--- config.mk ---
export PLATFORM = sky130hd
export DESIGN_NAME = hbc_ctrl
export DESIGN_NICKNAME = d
export VERILOG_FILES = /design/src/hw/rtl/hbc_pkg.sv /design/src/hw/rtl/hbc_ctrl.sv
export SDC_FILE = /design/constraint.sdc
export NUM_CORES = 1
export LEC_CHECK = 0
export ABC_AREA = 0
export CAP_MARGIN = 20
export CORE_ASPECT_RATIO = 0.9
export CORE_UTILIZATION = 24
export CTS_BUF_LIST = sky130_fd_sc_hd__clkbuf_4 sky130_fd_sc_hd__clkbuf_8
export DETAILED_ROUTE_END_ITERATION = 6
export DONT_BUFFER_PORTS = 1
export SLEW_MARGIN = 0
export SYNTH_ARGS = -nofsm -noshare
export SYNTH_HDL_FRONTEND = slang
export SYNTH_SLANG_ARGS = --single-unit
--- constraint.sdc ---
create_clock -name aclk -period 7.74 [get_ports aclk]
set_input_delay 0.387 -clock aclk [delete_from_list [all_inputs] [get_ports aclk]]
set_output_delay 0.387 -clock aclk [all_outputs]
set_load 0.01 [all_outputs]
--- src/hw/rtl/hbc_pkg.sv ---
package hbc_pkg;

    localparam int SLOT_COUNT   = 64;
    localparam int SLOT_IDX_W   = $clog2(SLOT_COUNT);
    localparam int COORD_W      = 10;
    localparam int TIME_W       = 48;
    localparam int LABEL_W      = 32;
    localparam int SLOT_FIELD_W = 6;
    localparam int TWIN_W       = 16;
    localparam int MARGIN_W     = 8;
    localparam int CFG_IDX_W    = 4;
    localparam int CFG_DATA_W   = 16;

    // configuration register indexes
    localparam logic [CFG_IDX_W-1:0] REG_TIME_WINDOW = CFG_IDX_W'(0);
    localparam logic [CFG_IDX_W-1:0] REG_BOX_MARGIN  = CFG_IDX_W'(1);

    localparam logic [TWIN_W-1:0]   TIME_WINDOW_RST = TWIN_W'(75);
    localparam logic [MARGIN_W-1:0] BOX_MARGIN_RST  = MARGIN_W'(1);

    typedef struct packed {
        logic [COORD_W-1:0] hit_x;
        logic [COORD_W-1:0] hit_y;
        logic [TIME_W-1:0]  hit_time;
    } hit_t;

    typedef struct packed {
        logic [LABEL_W-1:0]      cluster_label;
        logic                    opened_cluster;
        logic [SLOT_FIELD_W-1:0] slot_used;
    } result_t;

    // search token walking down the row of slots
    typedef struct packed {
        logic                  valid;
        logic                  found;
        logic                  opened;
        logic [LABEL_W-1:0]    label;
        logic [SLOT_IDX_W-1:0] idx;
        logic [TIME_W-1:0]     oldest_time;
        logic [SLOT_IDX_W-1:0] oldest_idx;
    } tok_t;

    // hit and settings seen by every slot at once
    typedef struct packed {
        hit_t                  hit;
        logic [TWIN_W-1:0]     time_window;
        logic [MARGIN_W-1:0]   box_margin;
        logic                  evict_en;
        logic [SLOT_IDX_W-1:0] evict_idx;
        logic [LABEL_W-1:0]    evict_label;
    } bcast_t;

    typedef enum logic [2:0] {
        ST_IDLE,
        ST_MATCH,
        ST_LAUNCH,
        ST_WALK,
        ST_FINISH
    } state_t;

endpackage

--- src/hw/rtl/hbc_ctrl.sv ---
module hbc_ctrl (
    input  logic                             aclk,
    input  logic                             aresetn,
    input  logic                             s_valid,
    output logic                             s_ready,
    input  hbc_pkg::hit_t                    s_data,
    output logic                             m_valid,
    input  logic                             m_ready,
    output hbc_pkg::result_t                 m_data,
    input  logic                             cfg_valid,
    output logic                             cfg_ready,
    input  logic [hbc_pkg::CFG_IDX_W-1:0]    cfg_index,
    input  logic [hbc_pkg::CFG_DATA_W-1:0]   cfg_data,
    output hbc_pkg::bcast_t                  bcast,
    output hbc_pkg::tok_t                    tok_head,
    input  hbc_pkg::tok_t                    tok_tail
);
    import hbc_pkg::*;

    state_t              state_reg, state_next;
    hit_t                hit_reg;
    logic [TWIN_W-1:0]   tw_reg;
    logic [MARGIN_W-1:0] bm_reg;
    logic [LABEL_W-1:0]  counter_reg, counter_next;
    result_t             res_reg, res_next;
    result_t             m_data_reg, m_data_next;
    logic                m_valid_reg, m_valid_next;
    logic                evict_en;

    always_ff @(posedge aclk) begin
        if (!aresetn) begin
            state_reg   <= ST_IDLE;
            counter_reg <= LABEL_W'(SLOT_COUNT);
            m_valid_reg <= 1'b0;
        end else begin
            state_reg   <= state_next;
            counter_reg <= counter_next;
            m_valid_reg <= m_valid_next;
        end
    end

    always_ff @(posedge aclk) begin
        res_reg    <= res_next;
        m_data_reg <= m_data_next;
        if (s_valid && s_ready) hit_reg <= s_data;
        if (!aresetn) begin
            tw_reg <= TIME_WINDOW_RST;
            bm_reg <= BOX_MARGIN_RST;
        end else if (cfg_valid) begin
            case (cfg_index)
                REG_TIME_WINDOW: tw_reg <= cfg_data;
                REG_BOX_MARGIN:  bm_reg <= cfg_data[MARGIN_W-1:0];
                default: ;
            endcase
        end
    end

    always_comb begin
        state_next   = state_reg;
        counter_next = counter_reg;
        res_next     = res_reg;
        m_data_next  = m_data_reg;
        m_valid_next = m_valid_reg && !m_ready;
        evict_en     = 1'b0;
        case (state_reg)
            ST_IDLE: begin
                if (s_valid) state_next = ST_MATCH;
            end
            // slots settle their match flags against the new hit
            ST_MATCH:  state_next = ST_LAUNCH;
            ST_LAUNCH: state_next = ST_WALK;
            ST_WALK: begin
                if (tok_tail.valid) begin
                    state_next = ST_FINISH;
                    if (tok_tail.found) begin
                        res_next.cluster_label  = tok_tail.label;
                        res_next.opened_cluster = tok_tail.opened;
                        res_next.slot_used      = SLOT_FIELD_W'(tok_tail.idx);
                    end else begin
                        evict_en                = 1'b1;
                        res_next.cluster_label  = counter_reg;
                        res_next.opened_cluster = 1'b1;
                        res_next.slot_used      = SLOT_FIELD_W'(tok_tail.oldest_idx);
                        counter_next            = counter_reg + LABEL_W'(1);
                    end
                end
            end
            ST_FINISH: begin
                if (!m_valid_reg || m_ready) begin
                    m_valid_next = 1'b1;
                    m_data_next  = res_reg;
                    state_next   = ST_IDLE;
                end
            end
            default: state_next = ST_IDLE;
        endcase
    end

    always_comb begin
        bcast.hit         = hit_reg;
        bcast.time_window = tw_reg;
        bcast.box_margin  = bm_reg;
        bcast.evict_en    = evict_en;
        bcast.evict_idx   = tok_tail.oldest_idx;
        bcast.evict_label = counter_reg;

        tok_head             = '0;
        tok_head.valid       = (state_reg == ST_LAUNCH);
        tok_head.oldest_time = '1;
    end

    assign s_ready   = (state_reg == ST_IDLE);
    assign cfg_ready = 1'b1;
    assign m_valid   = m_valid_reg;
    assign m_data    = m_data_reg;

endmodule
# After elaboration in Yosys (flattened, before gate mapping)

Index checks and enable logic that the tools add are counted.

Bits in registers: 206
Bits in latches: 0
Memory bits (writable): 0
Bits in read-only memories: 0
Input bits: 188
Output and inout bits: 268
Logic and storage cells: 47
Memories: 0

Add/sub/neg operators: 1
Multipliers: 0
Divide/modulo/power cells: 0
$lt $le $gt $ge: 0
Equal/unequal tests: 8
Shifts and indexed selects: 0
Multiplexer cells: 10
Bitwise gates (word level): 1
Reduce and logical (&&, ||, !) cells: 13

Operators with widths:

| kind                    | count |
|---|---|
| $mux W39                | 1 |
| $add A32 B1 Y32 const B | 1 |
| $pmux W3 S5             | 1 |
| $mux W3                 | 3 |
| $reduce_and A2 Y1       | 4 |
| $eq A3 B2 Y1 const B    | 2 |
| $ne A2 B2 Y1 const B    | 3 |
| $reduce_and A3 Y1       | 2 |
| $mux W1                 | 5 |
| $eq A4 B1 Y1 const B    | 1 |
| $logic_not A4 Y1        | 1 |
| $eq A3 B1 Y1 const B    | 1 |
| $eq A3 B3 Y1 const B    | 1 |
| $logic_not A3 Y1        | 1 |
| $logic_and A1 B1 Y1     | 2 |
| $logic_not A1 Y1        | 2 |
| $logic_or A1 B1 Y1      | 1 |
| $not A1 Y1              | 1 |

# Depth between registers and ports, before layout

Depth in word-level cells: 4
Gate-level depth with buffers: 7
Mapped depth without buffers: 5

# Least setup slack after synthesis

No wires, ideal clock.

Path kind: flip-flop to flip-flop
Start: register state_reg[0]
End: register hit_reg (netlist bit bcast[100]) (enable)
Setup time: 0.433 ns
Arrival: 2.389 ns
Data required time: 7.307 ns
Setup slack: 4.918 ns
Stages on the path, launching flop included: 3
Buffers on the path: 0
Clock period less this slack: 2.822 ns
Cell sequence: dfxtp_1 > nor3_1 > and2_1

Longest elaborated chain between the ends: 2

Ends and longest elaborated chain:

| element                  | RTL line        | text |
|---|---|---|
| start: declaration       | hbc_ctrl.sv:20  | `state_t state_reg, state_next;` |
| start signal: assignment | hbc_ctrl.sv:36  | `state_reg <= state_next;` |
| $logic_not A3 Y1         | hbc_ctrl.sv:112 | `assign s_ready = (state_reg == ST_IDLE);` |
| via s_ready              | hbc_ctrl.sv:5   | `output logic s_ready,` |
| $logic_and A1 B1 Y1      | hbc_ctrl.sv:45  | `if (s_valid && s_ready) hit_reg <= s_data;` |
| end signal: assignment   | hbc_ctrl.sv:45  |  |
| end: declaration         | hbc_ctrl.sv:21  | `hit_t hit_reg;` |

The timed path passes the listed nets, and every way through them passes these cells.
A chain may end at the register's enable or synchronous reset.

# Worst setup path in the final report

Start: register state_reg[1]
End: register counter_reg[30]

Longest elaborated chain between the ends: 2

Ends and longest elaborated chain:

| element                     | RTL line       | text |
|---|---|---|
| $eq A3 B2 Y1                | hbc_ctrl.sv:65 | `case (state_reg)` |
| $reduce_and A3 Y1 (no line) | n/a            |  |
| end signal: assignment      | hbc_ctrl.sv:33 | `counter_reg <= LABEL_W'(SLOT_COUNT);` |
| end signal: assignment      | hbc_ctrl.sv:37 | `counter_reg <= counter_next;` |
| end: declaration            | hbc_ctrl.sv:24 | `logic [LABEL_W-1:0] counter_reg, counter_next;` |

Every way passes these cells.

==> metrics.cfg <==
[global_route]
grt_pass1_wl_um=28420
met1_usage=0.1047
grt_max_degree=69
gr-usage-met3=0.05869
grt.total_usage=0.1119
overflow=0
use_met2=0.1953
grt_pass1_vias=4555
antenna_found_initial=4
grt.busiest_layer=met2

[die]
row_count=63
core-area_um2=33260
floorplan.initialDensity=0.2459
ios=456
die_area_um2=34820
die_w_um=196.6
die_h_um=177.1

[sta]
fin_crit_sh=0.4238
period_minus_slack_ns=3.281
maxSlewViolCount=0
setup-violations-final=0
fin_worst_skew_ns=0.02203
tns_ns=0
fmax_ghz=0.3048
setup_ws_ns=4.459
worstMarginPinSlew_ns=0.9703
hold_viol=0
relSlewSlack=0.3522
rsz0062_at_grt=false

[cts]
root_buffer=clkbuf_8
htreeDepth=2
numCtsBuffers=37
cts.sinks=206
cts.clk_slew.worst_paths_ns=0.06
cts_setup_buffers=0
cts_buffer_depth=3
cts_resized=0
cts_tree=done
clock_latency_ns=0.54

[synthesis]
yosys-top-cells-area=edfxtp_1 54%, dfxtp_1 15%, buf_4 9.4%
yosysWarnings=0
synth_area_um2=8179
yosysUniqueCellTypes=38
synth_top_cell_by_area=edfxtp_1
synth_top_area_frac=0.5360
netlist_instances=600
ys_seq_area_frac=0.6829
synth_seq_cells=206
syn_area_per_cell_um2=13.63

[pwr]
p_seq_frac=0.516
p_int_w=0.001885
pwr-share-comb=0.046
clkPwrFrac=0.438
powerDensity_nw_per_um2=244.4
switching_share=0.2276
leakagePower_nw=3.495
irDropWorstVdd_mv=0.09692
switching_power_w=0.0005555

[cells_and_area]
multiInputGateArea_um2=2077
seqCellArea_um2=5585
largest_reg_flops=68
final_layout_size_suffix_gt1_frac=0.1434
area_delta_synth_final_pct=22.10
fin_cells=1188
fin_nets=892
fill_cells=3340

[setup_path]
cp-end-kind=flop
start_kind=flop
crit_required_ns=8.18
crit_path_max_fanout=41
critPathArrivalTime_ns=3.72
crit_start=state_reg[1]
timing.rr.start=state_reg[1]
ff2ff_setup_slack_ns=4.46
worstSetupPathType=reg -> reg

[placement]
place_hpwl_um=14090
port_buffers=0
gp_congestion=0.7351
placed_cells=1025
pre_cts_slack_ns=4.357

[route]
viasPerCell=4.061
ant_nets=0
first_iter_violations=141
first_pass_iters=4
vias=4825
wl_per_cell_um=17.43
detail_route.wirelength_um=20700
drc=0

[flow_run]
maxCapViolCount=0

[hold_path]
min-delay-start=tok_tail[5]
hold_class=in -> reg

[status]
run_status=finished clean

-- worst max-delay path, stage by stage, from the launching register on --
cell and delay, ns:
dfxtp_1 0.45, nand4b_4 0.24, inv_2 0.76, nand4_1 0.87, or4_1 0.68, a21oi_1 0.15
-- area by class of cell --
type,instances,area share
sequential,206,0.5593
multi-input combinational,357,0.2080
timing repair buffer,96,0.09572
clock buffer,53,0.06490
tap,455,0.05700
clock inverter,15,0.01303
inverter,5,0.001879
antenna,1,0.0002506
-- path summary, 6_finish.rpt --
check / end / cells after the start
max: counter_reg[30] / 5
max reg2reg: counter_reg[30] / 5
min: res_reg[5] / 1
min reg2reg: m_data[31] / 0
-- Yosys cell counts --
cell type / number
a21oi_1: 38
and2_1: 2
and3_1: 3
and4_1: 6
and4b_1: 1
buf_1: 2
buf_2: 3
buf_4: 102
buf_6: 1
clkbuf_1: 17
conb_1: 2
dfxtp_1: 60
edfxtp_1: 146
ha_1: 1
inv_1: 4
inv_2: 1
mux2_2: 35
mux2i_1: 8
nand2_1: 48
nand2b_1: 3
nand3_1: 18
nand4_1: 7
nand4b_4: 1
nor2_1: 18
nor2b_1: 1
nor3_1: 5
nor3b_1: 2
nor4_1: 3
o21a_1: 3
o21ai_0: 10
o21bai_1: 1
o31ai_1: 15
or2b_1: 1
or3_1: 7
or4_1: 16
or4b_2: 1
xnor2_1: 6
xor2_1: 2
-- per-stage QoR --
stage | total power (W) | utilization | hold slack (ns) | instance area (um2)
after floorplan | 0.001376 | - | 0.4003 | 8528
after global placement | 0.001350 | 0.2485 | 0.4001 | 8265
after detailed placement | 0.001351 | 0.2485 | 0.4045 | 8265
after CTS | 0.002483 | 0.3002 | 0.0003030 | 9985
after global routing | 0.002545 | 0.3002 | 0.002166 | 9985
final | 0.002441 | 0.3002 | 0.06755 | 9987
-- cell usage in the layout, fill, tap and decap left out, types with 3 or more instances in the layout --
master         synthesis  layout
edfxtp_1             146     146
conb_1                 2      95
dlygate4sd3_1          0      94
dfxtp_1               60      60
nand2_1               48      48
clkbuf_8               0      40
a21oi_1               38      38
mux2_2                35      35
nand3_1               18      18
nor2_1                18      17
or4_1                 16      16
o31ai_1               15      15
clkbuf_4               0      13
o21ai_0               10      10
mux2i_1                8       8
nand4_1                7       7
or3_1                  7       7
clkinv_1               0       7
and4_1                 6       6
xnor2_1                6       6
nor3_1                 5       5
inv_1                  4       3
nand2b_1               3       3
and3_1                 3       3
o21a_1                 3       3
-- cells by family (layout without fill, tap and decap cells) --
group,Yosys count,after routing,synth area share
mux,43,43,0.05798
xor+xnor,8,8,0.008567
flops,206,206,0.6829
other cells,2,96,0.0009182
buf+inv,130,169,0.1078
simple gates,143,143,0.09347
fa+ha+maj,1,1,0.001530
compound gates,67,67,0.04681
-- power by group through the flow --
stage	logic, W	clock network [W]	registers, W
final	0.000113	0.00107	0.00126
after global routing	0.000124	0.00116	0.00126
after CTS	0.000113	0.00111	0.00126
after detailed placement	0.0000697	0	0.00128
after global placement	0.0000690	0	0.00128
after floorplan	0.000101	0	0.00128
-- repair_timing --
action / 4_1_cts / 5_1_grt
hold buffers: 94 / 0
endpoints found under the setup margin: 0 / 0
hold endpoints to repair: 102 / 0
-- routing by layer --
layer	wire length (um)	up-vias
met5	19	-
met4	907	2
met3	2502	55
met2	10110	319
met1	7165	2246
li1	-	2203
(Power assumes the default switching activity.)
