$ cat src/hw/rtl/hbc_pkg.sv
package hbc_pkg;

    localparam int SLOT_COUNT   = 64;
    localparam int SLOT_IDX_W   = $clog2(SLOT_COUNT);
    localparam int COORD_W      = 10;
    localparam int TIME_W       = 48;
    localparam int LABEL_W      = 32;
    localparam int SLOT_FIELD_W = 6;
    localparam int TWIN_W       = 16;
    localparam int MARGIN_W     = 8;
    localparam int CFG_IDX_W    = 4;
    localparam int CFG_DATA_W   = 16;

    // configuration register indexes
    localparam logic [CFG_IDX_W-1:0] REG_TIME_WINDOW = CFG_IDX_W'(0);
    localparam logic [CFG_IDX_W-1:0] REG_BOX_MARGIN  = CFG_IDX_W'(1);

    localparam logic [TWIN_W-1:0]   TIME_WINDOW_RST = TWIN_W'(75);
    localparam logic [MARGIN_W-1:0] BOX_MARGIN_RST  = MARGIN_W'(1);

    typedef struct packed {
        logic [COORD_W-1:0] hit_x;
        logic [COORD_W-1:0] hit_y;
        logic [TIME_W-1:0]  hit_time;
    } hit_t;

    typedef struct packed {
        logic [LABEL_W-1:0]      cluster_label;
        logic                    opened_cluster;
        logic [SLOT_FIELD_W-1:0] slot_used;
    } result_t;

    // search token walking down the row of slots
    typedef struct packed {
        logic                  valid;
        logic                  found;
        logic                  opened;
        logic [LABEL_W-1:0]    label;
        logic [SLOT_IDX_W-1:0] idx;
        logic [TIME_W-1:0]     oldest_time;
        logic [SLOT_IDX_W-1:0] oldest_idx;
    } tok_t;

    // hit and settings seen by every slot at once
    typedef struct packed {
        hit_t                  hit;
        logic [TWIN_W-1:0]     time_window;
        logic [MARGIN_W-1:0]   box_margin;
        logic                  evict_en;
        logic [SLOT_IDX_W-1:0] evict_idx;
        logic [LABEL_W-1:0]    evict_label;
    } bcast_t;

    typedef enum logic [2:0] {
        ST_IDLE,
        ST_MATCH,
        ST_LAUNCH,
        ST_WALK,
        ST_FINISH
    } state_t;

endpackage

$ cat src/hw/rtl/hbc_cell.sv
module hbc_cell (
    input  logic                             aclk,
    input  logic                             aresetn,
    input  logic [hbc_pkg::SLOT_IDX_W-1:0]   cell_index,
    input  hbc_pkg::bcast_t                  bcast,
    input  hbc_pkg::tok_t                    tok_in,
    output hbc_pkg::tok_t                    tok_out,
    output logic                             took
);
    import hbc_pkg::*;

    logic                  valid_reg;
    logic [COORD_W-1:0]    x_lo_reg, x_hi_reg, y_lo_reg, y_hi_reg;
    logic [TIME_W-1:0]     start_reg;
    logic [LABEL_W-1:0]    label_reg;
    logic                  match_reg;
    logic                  match_next;
    tok_t                  tok_reg;
    tok_t                  tok_next;

    logic [TIME_W:0]       t_ext, st_ext, w_ext;
    logic                  time_ok;
    logic [COORD_W:0]      x_ext, y_ext, m_ext;
    logic                  box_ok;
    logic                  take;
    logic                  evict_here;

    // window test without wrap: st - w <= t <= st + w
    always_comb begin
        t_ext   = {1'b0, bcast.hit.hit_time};
        st_ext  = {1'b0, start_reg};
        w_ext   = (TIME_W+1)'(bcast.time_window);
        time_ok = (t_ext <= st_ext + w_ext) && (st_ext <= t_ext + w_ext);
        x_ext   = {1'b0, bcast.hit.hit_x};
        y_ext   = {1'b0, bcast.hit.hit_y};
        m_ext   = (COORD_W+1)'(bcast.box_margin);
        box_ok  = (x_ext + m_ext >= {1'b0, x_lo_reg}) &&
                  (x_ext <= {1'b0, x_hi_reg} + m_ext) &&
                  (y_ext + m_ext >= {1'b0, y_lo_reg}) &&
                  (y_ext <= {1'b0, y_hi_reg} + m_ext);
        match_next = time_ok && box_ok;
    end

    always_comb begin
        take       = tok_in.valid && !tok_in.found && (!valid_reg || match_reg);
        evict_here = bcast.evict_en && (bcast.evict_idx == cell_index);
        tok_next   = tok_in;
        if (start_reg < tok_in.oldest_time) begin
            tok_next.oldest_time = start_reg;
            tok_next.oldest_idx  = cell_index;
        end
        if (take) begin
            tok_next.found  = 1'b1;
            tok_next.opened = !valid_reg;
            tok_next.label  = label_reg;
            tok_next.idx    = cell_index;
        end
    end

    always_ff @(posedge aclk) begin
        match_reg <= match_next;
        if (evict_here || (take && !valid_reg)) begin
            x_lo_reg  <= bcast.hit.hit_x;
            x_hi_reg  <= bcast.hit.hit_x;
            y_lo_reg  <= bcast.hit.hit_y;
            y_hi_reg  <= bcast.hit.hit_y;
            start_reg <= bcast.hit.hit_time;
        end else if (take) begin
            if (bcast.hit.hit_x < x_lo_reg) x_lo_reg <= bcast.hit.hit_x;
            if (bcast.hit.hit_x > x_hi_reg) x_hi_reg <= bcast.hit.hit_x;
            if (bcast.hit.hit_y < y_lo_reg) y_lo_reg <= bcast.hit.hit_y;
            if (bcast.hit.hit_y > y_hi_reg) y_hi_reg <= bcast.hit.hit_y;
        end
        if (!aresetn) begin
            valid_reg <= 1'b0;
            label_reg <= LABEL_W'(cell_index);
            tok_reg   <= '0;
        end else begin
            tok_reg <= tok_next;
            if (evict_here || take) valid_reg <= 1'b1;
            if (evict_here) label_reg <= bcast.evict_label;
        end
    end

    assign tok_out = tok_reg;
    assign took    = take;

endmodule

$ cat config.mk
export PLATFORM = sky130hd
export DESIGN_NAME = hbc_cell
export DESIGN_NICKNAME = d
export VERILOG_FILES = /design/src/hw/rtl/hbc_pkg.sv /design/src/hw/rtl/hbc_cell.sv
export SDC_FILE = /design/constraint.sdc
export NUM_CORES = 1
export LEC_CHECK = 0
export BUFFER_PORTS_ARGS = -buffer_cell sky130_fd_sc_hd__buf_2
export CAP_MARGIN = 20
export CORE_ASPECT_RATIO = 1.25
export CORE_MARGIN = 5
export CORE_UTILIZATION = 25
export CTS_BUF_LIST = sky130_fd_sc_hd__clkbuf_2 sky130_fd_sc_hd__clkbuf_4 sky130_fd_sc_hd__clkbuf_8
export DETAILED_ROUTE_END_ITERATION = 6
export PLACE_DENSITY_LB_ADDON = 0.05
export SLEW_MARGIN = 20
export SYNTH_ARGS = -nofsm -noshare
export SYNTH_HDL_FRONTEND = slang
export SYNTH_SLANG_ARGS = --single-unit
export TNS_END_PERCENT = 50
$ cat constraint.sdc
create_clock -name aclk -period 8.6 [get_ports aclk]
set_input_delay 0 -clock aclk [delete_from_list [all_inputs] [get_ports aclk]]
set_output_delay 0 -clock aclk [all_outputs]
set_load 0.1 [all_outputs]
== Word-level counts from Yosys, hierarchy flattened ==
Cells that the tools add are included.
Widths: inputs -> output; s select.

* Bits in registers: 217
* Output and inout bits: 96

* Add/subtract/negate cells: 6
* Order comparisons: 11
* Eq/ne operators: 2
* Muxes and demuxes: 16
* Reduce and logical (&&, ||, !) cells: 23

{| class="wikitable"
|+ Operators with widths
! cell !! count
|-
| $mux 10 || 12
|-
| $add 48x16->49 || 2
|-
| $le 48x49->1 || 2
|-
| $mux 54 || 1
|-
| $lt 48x48->1 || 1
|-
| $add 10x8->11 || 4
|-
| $mux 40 || 1
|-
| $ge 11x10->1 || 2
|-
| $le 10x11->1 || 2
|-
| $gt 10x10->1 || 2
|-
| $lt 10x10->1 || 2
|-
| $mux 6 || 2
|-
| $reduce_bool 2->1 || 5
|-
| $logic_and 1x1->1 || 9
|-
| $reduce_and 2->1 || 4
|-
| $eq 6x6->1 || 1
|-
| $logic_or 1x1->1 || 3
|-
| $logic_not 1->1 || 2
|-
| $ne 2x1->1 const B || 1
|}

== Longest topological paths before layout ==
* Depth after elaboration: 7
* Depth in mapped cells: 20
* Depth with buffers taken out: 20

== Worst setup path after synthesis ==
Ideal clock, no wire load.

* Path kind: flip-flop to flip-flop
* From: register start_reg[0]
* To: register match_reg
* Library setup time: 0.086 ns
* Arrival time: 3.875 ns
* Slack: 4.640 ns
* Stages on the path, launching flop included: 20
* Buffers on the path: 0
* Path through: edfxtp_1 > ha_1 > inv_1 > fa_1 > nor2b_1 > o31ai_1 > a211oi_1 > o31ai_1 > nand2_1 > nand2_1 > xor2_1 > ha_1 > a21o_1 > a21o_1 > a221o_1 > a221o_1 > a31oi_1 > o211ai_1 > o211a_1 > a211oi_1

* Word-level cells in the longest chain between the ends: 4
* Elaborated cells between the ends (all ways): 5

{| class="wikitable"
|+ Ends and longest elaborated chain
! what !! RTL line !! RTL
|-
| start, declared || hbc_cell.sv:14 || <nowiki>logic [TIME_W-1:0] start_reg;</nowiki>
|-
| start signal, assigned || hbc_cell.sv:67 || <nowiki>start_reg <= bcast.hit.hit_time;</nowiki>
|-
| $add 48x16->49 || hbc_cell.sv:33 || <nowiki>time_ok = (t_ext <= st_ext + w_ext) && (st_ext <= t_ext + w_ext);</nowiki>
|-
| $le 48x49->1 || hbc_cell.sv:33 ||
|-
| $logic_and 1x1->1 * || hbc_cell.sv:33 ||
|-
| $logic_and 1x1->1 * || hbc_cell.sv:41 || <nowiki>match_next = time_ok && box_ok;</nowiki>
|-
| net match_next || hbc_cell.sv:17 || <nowiki>logic match_next;</nowiki>
|-
| end signal, assigned || hbc_cell.sv:61 || <nowiki>match_reg <= match_next;</nowiki>
|-
| end, declared || hbc_cell.sv:16 || <nowiki>logic match_reg;</nowiki>
|}

Mark *: on every way through the listed nets, which the timed path passes. The rest lies on a longest branch.
A chain may end at the register's enable or synchronous reset.

== Worst setup path in the final report ==
Ends and elaborated chain as after synthesis.

==> results.sh <==
export IMPL_io_buffers=329
export IMPL_cts_buffers=46
export IMPL_cts_clk_slew_worst_paths_ns=0.06
export IMPL_antenna_left=0
export IMPL_setup_ws_ns=3.61
export IMPL_routed_via_density=4.62
export IMPL_period_share_pct=58.0
export IMPL_die_x_um=239
export IMPL_drc=0
export IMPL_synth_main_ff_cell="dfxtp_1"
export IMPL_drt_iter0_markers=528
export IMPL_yosysWarnings=0
export IMPL_dieHeight_um=296
export IMPL_finalHoldViolCount=0
export IMPL_finalSetupTns_ns=0
export IMPL_clockBufferDepth=3
export IMPL_ys_seq_area_share_pct=32.3
export IMPL_slew_viol_final=0
export IMPL_power_density_mw_per_mm2=158
export IMPL_hold_path_class="input pin to register"
export IMPL_maxSlewHeadroom_pct=32.7
export IMPL_synth_area_per_cell_um2=9.12
export IMPL_synth_fp_nets=2318
export IMPL_drv_cap=0
export IMPL_vias=15429
export IMPL_rsz0062_at_grt="no"
export IMPL_grt_antenna_before_repair=8
export IMPL_grt_max_degree=118
export IMPL_synth_seq_cells=217
export IMPL_status="finished, final reports clean"
export IMPL_leakagePower_nw=10.6
export IMPL_gp_congestion=0.806
export IMPL_async_flop_share_pct=0
export IMPL_final_util_pct=35.8
export IMPL_synth_top_area_cell="ha_1"
export IMPL_start_kind="register"
export IMPL_clk_latency_ns=0.61
export IMPL_place_area_mm2=0.0189
export IMPL_yosysUniqueCellTypes=58
export IMPL_grt_pass1_vias=16351
export IMPL_critPathMaxFanout=9
export IMPL_grt_pass1_wl_um=93300
export IMPL_yosys_area_top_type_share_pct=21.8
export IMPL_stdcell_area_mm2=0.0231
export IMPL_pre_cts_ws_ns=3.57
export IMPL_cts_tree="built"
export IMPL_drt_met1_wl_um=25700
export IMPL_ctsRootBufferMaster="clkbuf_8"
export IMPL_io_pins=330
export IMPL_wl_um=60600
export IMPL_final_layout_size_suffix_gt1_share_pct=17.8
export IMPL_cts_sinks=217
export IMPL_nNetsFinal=2973
export IMPL_yosys_top_cells_area="ha_1, edfxtp_1, dfxtp_1"
export IMPL_finalSetupViolations=0
export IMPL_largest_register_ffs=95
export IMPL_wl_met2_um=30700
export IMPL_dp_hpwl_um=46900
export IMPL_ir_drop_uv=111
export IMPL_post_cts_buffers=0
export IMPL_syn2layout_area_growth_pct=41.6
export IMPL_die_area_mm2=0.0706
export IMPL_grt_ovfl_total=0
export IMPL_power_total_mw=3.66
export IMPL_n_fill_cell=6696
export IMPL_netlist_instances=1793
export IMPL_first_pass_iters=5
export IMPL_wl_per_cell_um=18.1
export IMPL_worst_endpoint_arrival_ns=5.51
export IMPL_worstMarginPinSlew_ns=1.00
export IMPL_synth_edff_count=94
export IMPL_top_layer_used="met5"
export IMPL_start_util_pct=25.3
export IMPL_cts_htree_levels=2
export IMPL_netlist_area_mm2=0.0164
export IMPL_routed_wl_met3_um=2330
export IMPL_required_ns=9.12
export IMPL_num_rows=104
export IMPL_max_freq_mhz=200
export IMPL_crit_path_end_kind="register"
export IMPL_track_usage_pct=16.8
export IMPL_core_area_mm2=0.0647
export IMPL_critical_path_class="register to register"
export IMPL_post_route_min_period_ns=4.99
export IMPL_fin_skew_ns=0.0203
==> synthesized netlist by cell type (all sizes together), types with 9 or more instances <==
cell / count
xnor2: 42
xor2: 85
o21bai: 14
edfxtp: 94
a21oi: 100
nand2b: 16
nand3: 106
o211ai: 11
nor3: 28
ha: 285
o21a: 19
inv: 122
and3: 22
nor2: 56
a21o: 58
nand2: 202
buf: 9
nor2b: 44
dfxtp: 123
a21boi: 42
and2: 9
nand4: 44
o21ai: 96
mux2i: 26
clkbuf: 37
a31oi: 9
a211oi: 15
==> stage by stage <==
step	hold slack (ns)	instances
after CTS	0.0487	3332
after global placement	0.214	2933
final	0.142	3337
after floorplan	0.0989	1793
after detailed placement	0.218	2933
after global routing	0.0761	3334
==> cells by family (layout without fill, tap and decap cells) <==
kind of cell / count (synthesis) / after routing / share of synthesized area (%)
AO/OA/AOI/OAI: 408 / 408 / 16.0
XOR/XNOR: 127 / 127 / 6.80
adder cells (fa/ha/maj): 291 / 291 / 22.5
buffers and inverters: 169 / 860 / 4.06
flip-flops: 217 / 217 / 32.3
multiplexers: 32 / 32 / 2.00
other: 0 / 5 / 0
AND/OR/NAND/NOR: 549 / 549 / 16.3
==> cell usage in the layout, fill, tap and decap left out, types with 17 or more instances in the layout <==
master / Yosys / layout
xor2_1: 85 / 85
a21boi_0: 42 / 42
mux2i_1: 26 / 26
nor2b_1: 44 / 44
o21ai_0: 79 / 79
dfxtp_1: 123 / 123
a21o_1: 58 / 58
clkbuf_4: 0 / 21
nand3_1: 106 / 106
buf_2: 6 / 328
inv_1: 122 / 121
nor2_1: 56 / 56
edfxtp_1: 94 / 94
nand4_1: 44 / 44
ha_1: 285 / 285
and3_1: 22 / 22
a21oi_1: 100 / 98
o21ai_1: 17 / 17
dlygate4sd3_1: 0 / 315
nand2_1: 202 / 202
o21a_1: 19 / 19
clkbuf_8: 0 / 51
nor3_1: 28 / 28
xnor2_1: 42 / 42
==> power breakdown <==
part,switching (mW),internal [mW],leakage (nW)
logic,0.764,0.448,8.17
clock network,0.526,0.730,0.538
registers,0.0418,1.15,1.89
total,1.33,2.33,10.6
==> critical path, cell delays in order, from the launching register on <==
cell and delay (ns):
edfxtp_1 0.39, ha_1 0.19, inv_1 0.06, fa_1 0.39
nor2b_1 0.16, o31ai_1 0.15, a211oi_1 0.49, o31ai_1 0.23
a211oi_2 0.75, nand4_1 0.19, xor2_1 0.18, ha_1 0.30
a21oi_1 0.15, nor2_1 0.05, a211oi_1 0.26, o21ai_0 0.14
a221oi_1 0.32, o211ai_1 0.13, o211a_1 0.15, a211oi_1 0.19
==> area by class of cell <==
type | instances | area [um2] | area share, %
inverter | 123 | 462 | 1.99
timing repair buffer | 653 | 4870 | 21.1
antenna | 5 | 12.5 | 0.0541
multi-input combinational | 1407 | 10400 | 45.1
clock inverter | 12 | 156 | 0.676
sequential | 217 | 5290 | 22.8
clock buffer | 72 | 860 | 3.71
tap | 848 | 1060 | 4.58
==> metal layers <==
layer | vias to the layer above | global-route usage (%)
li1 | 7812 | -
met1 | 7216 | 20.1
met2 | 290 | 30.8
met3 | 105 | 2.77
met4 | 6 | 5.39
met5 | - | 0
==> repair_timing <==
action / CTS / global route
hold endpoints to repair: 217 / 0
gates resized for setup: 0 / 0
hold buffers: 315 / 0
==> worst paths after layout <==
path	start	slack, ns	to	depth (start not counted)
worst min register to register	label_reg[9]	0.48	tok_out[69]	2
worst min-delay path	bcast[63]	0.14	start_reg[0]	2
worst max-delay path	start_reg[0]	3.61	match_reg	19
worst max register to register	start_reg[0]	3.61	match_reg	19
No activity file was read; power rests on OpenSTA's default activity.
